<file path="src/hw/rtl/hlrf_pkg.sv">
// Shared constants and types for the HL-RF search direction core.
// Used by hlrf_divider and hlrf_search_direction_core; depends on nothing.
`default_nettype none

package hlrf_pkg;

   // Vector storage depth and the widths that follow from it.
   localparam int MAX_DIM = 32;
   localparam int IDX_W   = (MAX_DIM > 1) ? $clog2(MAX_DIM) : 1;
   localparam int CNT_W   = $clog2(MAX_DIM + 1);

   // Datapath widths.
   localparam int DATA_W  = 32;               // Q16.16 element
   localparam int ACC_W   = 64;               // Q32.32 accumulators
   localparam int MUL_W   = DATA_W + 1;       // signed multiplier operand
   localparam int PROD_W  = 2 * MUL_W;        // multiplier product
   localparam int QUO_W   = DATA_W + ACC_W;   // wide dividend and quotient
   localparam int QCNT_W  = $clog2(QUO_W + 1);
   localparam int DIFF_W  = 36;               // final direction before clamping

   // Sequencer states.
   typedef enum logic [3:0] {
      ST_IDLE,
      ST_DOT,
      ST_SQ,
      ST_ACC,
      ST_CHECK,
      ST_ERR,
      ST_NUMER,
      ST_READ,
      ST_MUL_LO,
      ST_MUL_HI,
      ST_DIV_START,
      ST_DIV_WAIT,
      ST_RESULT
   } state_type;

endpackage

`default_nettype wire

</file>
<file path="src/hw/rtl/hlrf_divider.sv">
// Restoring unsigned divider, one quotient bit per clock.
// Divides a QUO_W-bit dividend by an ACC_W-bit divisor; uses hlrf_pkg.
`default_nettype none

module hlrf_divider (
   input  wire logic                         clock,
   input  wire logic                         reset,
   input  wire logic                         start,
   input  wire logic [hlrf_pkg::QUO_W-1:0]   numerator,
   input  wire logic [hlrf_pkg::ACC_W-1:0]   divisor,
   output logic                              done,
   output logic [hlrf_pkg::QUO_W-1:0]        quotient
);

   logic                          busy_ff, busy_in;
   logic                          done_ff, done_in;
   logic [hlrf_pkg::QCNT_W-1:0]   cnt_ff, cnt_in;
   logic [hlrf_pkg::QUO_W-1:0]    num_ff, num_in;
   logic [hlrf_pkg::ACC_W-1:0]    den_ff, den_in;
   logic [hlrf_pkg::ACC_W-1:0]    rem_ff, rem_in;
   logic [hlrf_pkg::ACC_W:0]      shifted;
   logic                          fits;

   // One step: shift the next dividend bit into the remainder and subtract if it fits.
   // The quotient bits fill the dividend register from the bottom as it empties.
   always_comb begin
      shifted = {rem_ff, num_ff[hlrf_pkg::QUO_W-1]};
      fits    = (shifted >= {1'b0, den_ff});
      busy_in = busy_ff;
      done_in = 1'b0;
      cnt_in  = cnt_ff;
      num_in  = num_ff;
      den_in  = den_ff;
      rem_in  = rem_ff;
      if (start) begin
         busy_in = 1'b1;
         cnt_in  = hlrf_pkg::QCNT_W'(hlrf_pkg::QUO_W);
         num_in  = numerator;
         den_in  = divisor;
         rem_in  = '0;
      end else if (busy_ff) begin
         rem_in = fits ? hlrf_pkg::ACC_W'(shifted - {1'b0, den_ff})
                       : shifted[hlrf_pkg::ACC_W-1:0];
         num_in = {num_ff[hlrf_pkg::QUO_W-2:0], fits};
         cnt_in = cnt_ff - 1'b1;
         if (cnt_ff == hlrf_pkg::QCNT_W'(1)) begin
            busy_in = 1'b0;
            done_in = 1'b1;
         end
      end
   end

   // Control state is reset; the datapath registers are not.
   always_ff @(posedge clock) begin
      if (reset) begin
         busy_ff <= 1'b0;
         done_ff <= 1'b0;
      end else begin
         busy_ff <= busy_in;
         done_ff <= done_in;
      end
      cnt_ff <= cnt_in;
      num_ff <= num_in;
      den_ff <= den_in;
      rem_ff <= rem_in;
   end

   assign done     = done_ff;
   assign quotient = num_ff;

endmodule

`default_nettype wire

</file>
<file path="config.mk">
export PLATFORM = sky130hd
export DESIGN_NAME = hlrf_divider
export DESIGN_NICKNAME = d
export VERILOG_FILES = /design/src/hw/rtl/hlrf_pkg.sv /design/src/hw/rtl/hlrf_divider.sv
export SDC_FILE = /design/constraint.sdc
export NUM_CORES = 1
export LEC_CHECK = 0
export BUFFER_PORTS_ARGS = -buffer_cell sky130_fd_sc_hd__buf_4
export CAP_MARGIN = 0
export CORE_MARGIN = 2
export CORE_UTILIZATION = 36
export CTS_CLUSTER_SIZE = 25
export DETAILED_ROUTE_END_ITERATION = 10
export PLACE_DENSITY = 0.55
export SETUP_SLACK_MARGIN = 0.4
export SYNTH_ARGS = -nofsm -noshare
export SYNTH_HDL_FRONTEND = slang
export SYNTH_SLANG_ARGS = --single-unit
</file>
<file path="constraint.sdc">
create_clock -name clock -period 4.5 [get_ports clock]
set_input_delay 0.45 -clock clock [delete_from_list [all_inputs] [get_ports clock]]
set_output_delay 0.45 -clock clock [all_outputs]
set_load 0.02 [all_outputs]
</file>
# After elaboration in Yosys (flattened, before gate mapping)
# Cells that the tools add are included.
# Widths: inputs -> output; s select.
# classes
n_eq_ne	1
n_mux	7
order_cmp	1
n_reduce_logical	2
n_addsub	2
bitwise_logic	1
# op_table
op	count
$mux 96	2
$ge 65x64->1	1
$mux 64	1
$sub 64x64->64	1
$eq 7x1->1 const B	1
$sub 7x1->7 const B	1
$mux 1	4
$reduce_or 3->1	1
$reduce_bool 2->1	1
$not 1->1	1
# word_totals
regBits	233
input_bits	163

# Logic depth before layout (Yosys ltp)
# depth
ltp_word	4
depth_mapped	15
depth_no_buf	13

# Least setup slack after synthesis
# OpenSTA, ideal clock, no wires.
# synth_timing
path_kind	reg2reg
from	register busy_ff
to	register num_ff (netlist bit quotient[0]) (enable)
n_path_buf	2
t_required_ns	4.050
slack_ns	1.291
setup_time_ns	0.450
t_arrival_ns	2.759
stages_incl_launch_ff	5
cell_sequence	dfxtp_1 > clkbuf_1 > nor2_1 > clkbuf_1 > inv_1
# synth_via
elab_chain_cells	1
# synth_rtl
item	line_no	source
start: declaration	hlrf_divider.sv:15	logic busy_ff, busy_in;
start signal: assignment	hlrf_divider.sv:59	busy_ff <= busy_in;
$reduce_bool 2->1 (no line)	--	
end signal: assignment	hlrf_divider.sv:63	num_ff <= num_in;
end: declaration	hlrf_divider.sv:18	logic [hlrf_pkg::QUO_W-1:0] num_ff, num_in;
# No other way between the ends.
# A chain may end at the register's enable or synchronous reset.

# Worst setup path in the final report
# layout_timing
from	register num_ff (netlist bit quotient[95])
to	register rem_ff[48] (netlist bit)
# layout_via
elab_chain_cells	2
word_cells_on_any_way	3
cone_classes	add/sub: 1; order compare: 1; mux: 1
# layout_rtl
item	line_no	source
$sub 64x64->64 / $ge 65x64->1 (equally long branches)	hlrf_divider.sv:42, hlrf_divider.sv:28	
$mux 64 (*)	hlrf_divider.sv:42	rem_in = fits ? hlrf_pkg::ACC_W'(shifted - {1'b0, den_ff})
end signal: assignment	hlrf_divider.sv:65	rem_ff <= rem_in;
end: declaration	hlrf_divider.sv:20	logic [hlrf_pkg::ACC_W-1:0] rem_ff, rem_in;
# Every way passes the cells marked *; elsewhere a longest branch is shown, timed or not.

==> flow_metrics.py <==
metrics = {
    "clock_network": {
        "cts.sinks": 233,
        "post_cts_buffers": 0,
        "cts_max_path_buffers": 3,
        "htree_levels": 1,
        "clk_pin_slew_ps": 60,
        "cts_tree": "done",
        "cts_buffers": 29,
        "cts_root_buf": "clkbuf_16",
        "clk_latency_ps": 580,
    },
    "sta": {
        "rsz0062_at_grt": "no",
        "relSlewSlack_pct": 48.0,
        "drv_slew": 0,
        "timing.final.hold_violations": 0,
        "whs_ps": 41.3,
        "setup_viol": 0,
        "finalCriticalPeriod_ps": 3710,
        "clock.fmax_ghz": 0.270,
        "clock_skew_ps": 18.0,
        "fin_crit_sh_pct": 82.5,
        "tightest_slew_ps": 779,
        "tns_ps": 0,
    },
    "floorplanning": {
        "core_area_um2": 37300,
        "pin_count": 260,
        "dieArea_um2": 39100,
        "row_count": 71,
        "die_x_um": 198,
        "die_height_um": 198,
        "start_util_pct": 36.3,
    },
    "routing": {
        "wl_per_cell_um": 19.0,
        "drcViolationCount": 0,
        "wirelength_um": 38800,
        "dr.first_iter.drc_count": 624,
        "viasPerCell": 5.28,
        "drt_first_pass_iters": 5,
        "vias": 10800,
        "ant_nets": 0,
    },
    "critical_path": {
        "cp-end-kind": "flop",
        "r2r_end": "rem_ff[48]",
        "startpoint_type": "flop",
        "cp.required_ps": 4980,
        "crit_type": "reg -> reg",
        "ff2ff_path_depth": 13,
        "critical_path.max_fanout": 7,
        "ff2ff_setup_slack_ps": 790,
        "cp_data_arrival_time_ps": 4190,
        "crit_end": "rem_ff[48]",
        "startpoint": "quotient[95]",
        "regToRegStartpoint": "quotient[95]",
    },
    "synth": {
        "synthesis.area_um2": 13500,
        "synth-edff-count": 160,
        "synth-warning-count": 0,
        "synth_area_per_cell_um2": 10.4,
        "synth_nets": 1535,
        "yosysUniqueCellTypes": 77,
        "ys_async_sr_fraction_pct": 0,
        "synth_seq_cells": 233,
        "syn_inst": 1305,
        "synthFlopType": "edfxtp_1",
        "ys_seq_area_share_pct": 46.3,
    },
    "cells_and_area": {
        "design_area_um2": 16800,
        "syn_to_final_growth_pct": 24.5,
        "antennaDiodeCount": 0,
        "fillCellCount": 3591,
        "nets": 1781,
        "drive_above_1_share_pct": 29.9,
    },
    "power_and_ir_drop": {
        "switching_share_pct": 28.6,
        "p_int_w": 0.00438,
        "power_leakage_nw": 6.87,
        "seqPwrFrac_pct": 42.6,
        "power.switching_w": 0.00176,
        "p_comb_share_pct": 20.3,
        "powerDensity_nw_per_um2": 364,
        "peakVddDrop_uv": 285,
        "clkPwrFrac_pct": 37.0,
        "finalPower_w": 0.00614,
    },
    "global_routing": {
        "track_usage_pct": 19.6,
        "grt_pass1_wl_um": 59900,
        "grt_overflow": 0,
        "grt_max_degree": 89,
        "grt_pass1_vias": 10700,
        "antenna_found_initial": 0,
    },
    "min_path": {
        "hp-class": "in -> reg",
    },
    "placement": {
        "dpl.hpwl_um": 28800,
        "portBuffers": 259,
        "dpl_cell_area_um2": 15900,
        "routabilityCongestion": 0.852,
    },
    "flow_run": {
        "cap_violations": 0,
    },
    "outcome": {
        "outcome": "finished, final reports clean",
    },
}
synthesized netlist by cell type (3+ instances only):
| cell | instances | share of area, % |
|---|---|---|
| edfxtp_1 | 160 | 36 |
| nand2_1 | 143 | 4.0 |
| nor2_1 | 104 | 2.9 |
| mux2_2 | 96 | 8.0 |
| inv_1 | 89 | 2.5 |
| a21oi_1 | 86 | 3.2 |
| dfxtp_1 | 73 | 11 |
| ha_1 | 66 | 6.1 |
| o21ai_0 | 53 | 2.0 |
| clkbuf_1 | 41 | 1.1 |
| xnor2_1 | 36 | 2.3 |
| a311oi_2 | 32 | 3.6 |
| xor2_1 | 19 | 1.2 |
| a21o_1 | 18 | 1.0 |
| nand3_1 | 18 | 0.67 |
| nor3_1 | 18 | 0.67 |
| o21a_1 | 18 | 1.0 |
| nand4_1 | 15 | 0.69 |
| a31oi_1 | 13 | 0.60 |
| o21bai_1 | 13 | 0.72 |
| nand2b_1 | 11 | 0.51 |
| nor4_1 | 11 | 0.51 |
| mux2i_1 | 10 | 0.74 |
| buf_6 | 9 | 0.75 |
| nor2b_1 | 9 | 0.42 |
| and3_1 | 8 | 0.37 |
| a22o_1 | 7 | 0.45 |
| and2_1 | 7 | 0.32 |
| o21ai_1 | 7 | 0.26 |
| o31ai_1 | 7 | 0.39 |
| a211oi_1 | 6 | 0.33 |
| buf_2 | 6 | 0.22 |
| or2_2 | 6 | 0.28 |
| a2111oi_0 | 5 | 0.32 |
| nor3b_1 | 5 | 0.28 |
| o22ai_1 | 5 | 0.23 |
| o31a_1 | 5 | 0.32 |
| or3_1 | 5 | 0.23 |
| a21boi_0 | 4 | 0.22 |
| o211ai_1 | 4 | 0.22 |
| and4_1 | 3 | 0.19 |
| nand3b_1 | 3 | 0.17 |
| nor4b_1 | 3 | 0.19 |
how the worst min path moves through the flow:
stage                          from   endpoint  cells after the start
after floorplan           rem_ff[4]  rem_ff[4]                      2
after global placement    rem_ff[4]  rem_ff[4]                      2
after detailed placement  rem_ff[4]  rem_ff[4]                      2
after CTS                     reset    busy_ff                      2
after global routing          reset    busy_ff                      2
final                         reset    busy_ff                      2
placed cells by master, fill, tap and decap left out, drive strengths merged, types with 19 or more instances in the layout:
master and n:
buf 275, edfxtp 160, nand2 143, nor2 104
mux2 96, inv 90, a21oi 88, dfxtp 73
ha 66, o21ai 61, clkbuf 40, xnor2 36
a311oi 33, xor2 19
cells by family after synthesis:
group,after synthesis,synth area share (%)
mux,106,8.73
flops,233,46.3
buf+inv,149,4.71
fa+ha+maj,67,6.25
compound gates,319,17.6
simple gates,376,12.8
xor+xnor,55,3.56
sequential cells by signal, summed over array words and instances (netlist names):
signal,count
cnt_ff,7
rem_ff,64
done,1
den_ff,64
quotient,96
busy_ff,1
power by group through the flow:
stage	clock network (W)	logic, W	registers (W)
floorplan	0	0.000692	0.00273
global placement	0	0.00125	0.00266
detailed placement	0	0.00125	0.00266
CTS	0.00235	0.00126	0.00262
global route	0.00242	0.00137	0.00264
finish	0.00227	0.00125	0.00261
metal layers:
metal  GRT usage, %  vias to the layer above  wire length (um)
met5              0                        -                 0
met4           4.32                        0               706
met3           6.20                       48              3150
met2           33.1                      324             18500
met1           24.4                     5149             16500
li1               -                     5294                 -
what timing repair did:
| action | 4_1_cts | 5_1_grt |
|---|---|---|
| hold buffers | 0 | 0 |
| resized for setup | 0 | 1 |
| setup endpoints to repair | 0 | 3 |
area by class of cell:
type                       count  area [um^2]  share of cell area, %
clock buffer                  40          777                   4.61
clock inverter                14          136                  0.810
inverter                      89          337                   2.00
multi-input combinational    923         6640                   39.4
sequential                   233         6270                   37.2
tap                          474          593                   3.52
timing repair buffer         275         2080                   12.4
metrics by stage:
stage,setup slack [ps],utilization (%),cells
floorplan,1290,-,1305
global placement,782,42.7,1994
detailed placement,708,42.7,1994
CTS,689,45.1,2048
global route,546,45.1,2048
finish,789,45.1,2048
critical path, cell delays in order (launching register included):
cell      delay, ps
edfxtp_1        410
inv_1            80
ha_1            180
fa_1            230
nand2b_1        140
a21oi_1          80
o21ai_0         620
a21oi_1         220
o21ai_0         290
nand2_1         260
a211oi_1        530
o21ai_0         200
xnor2_1         180
o31ai_1         200
No activity file was read; power rests on OpenSTA's default activity.
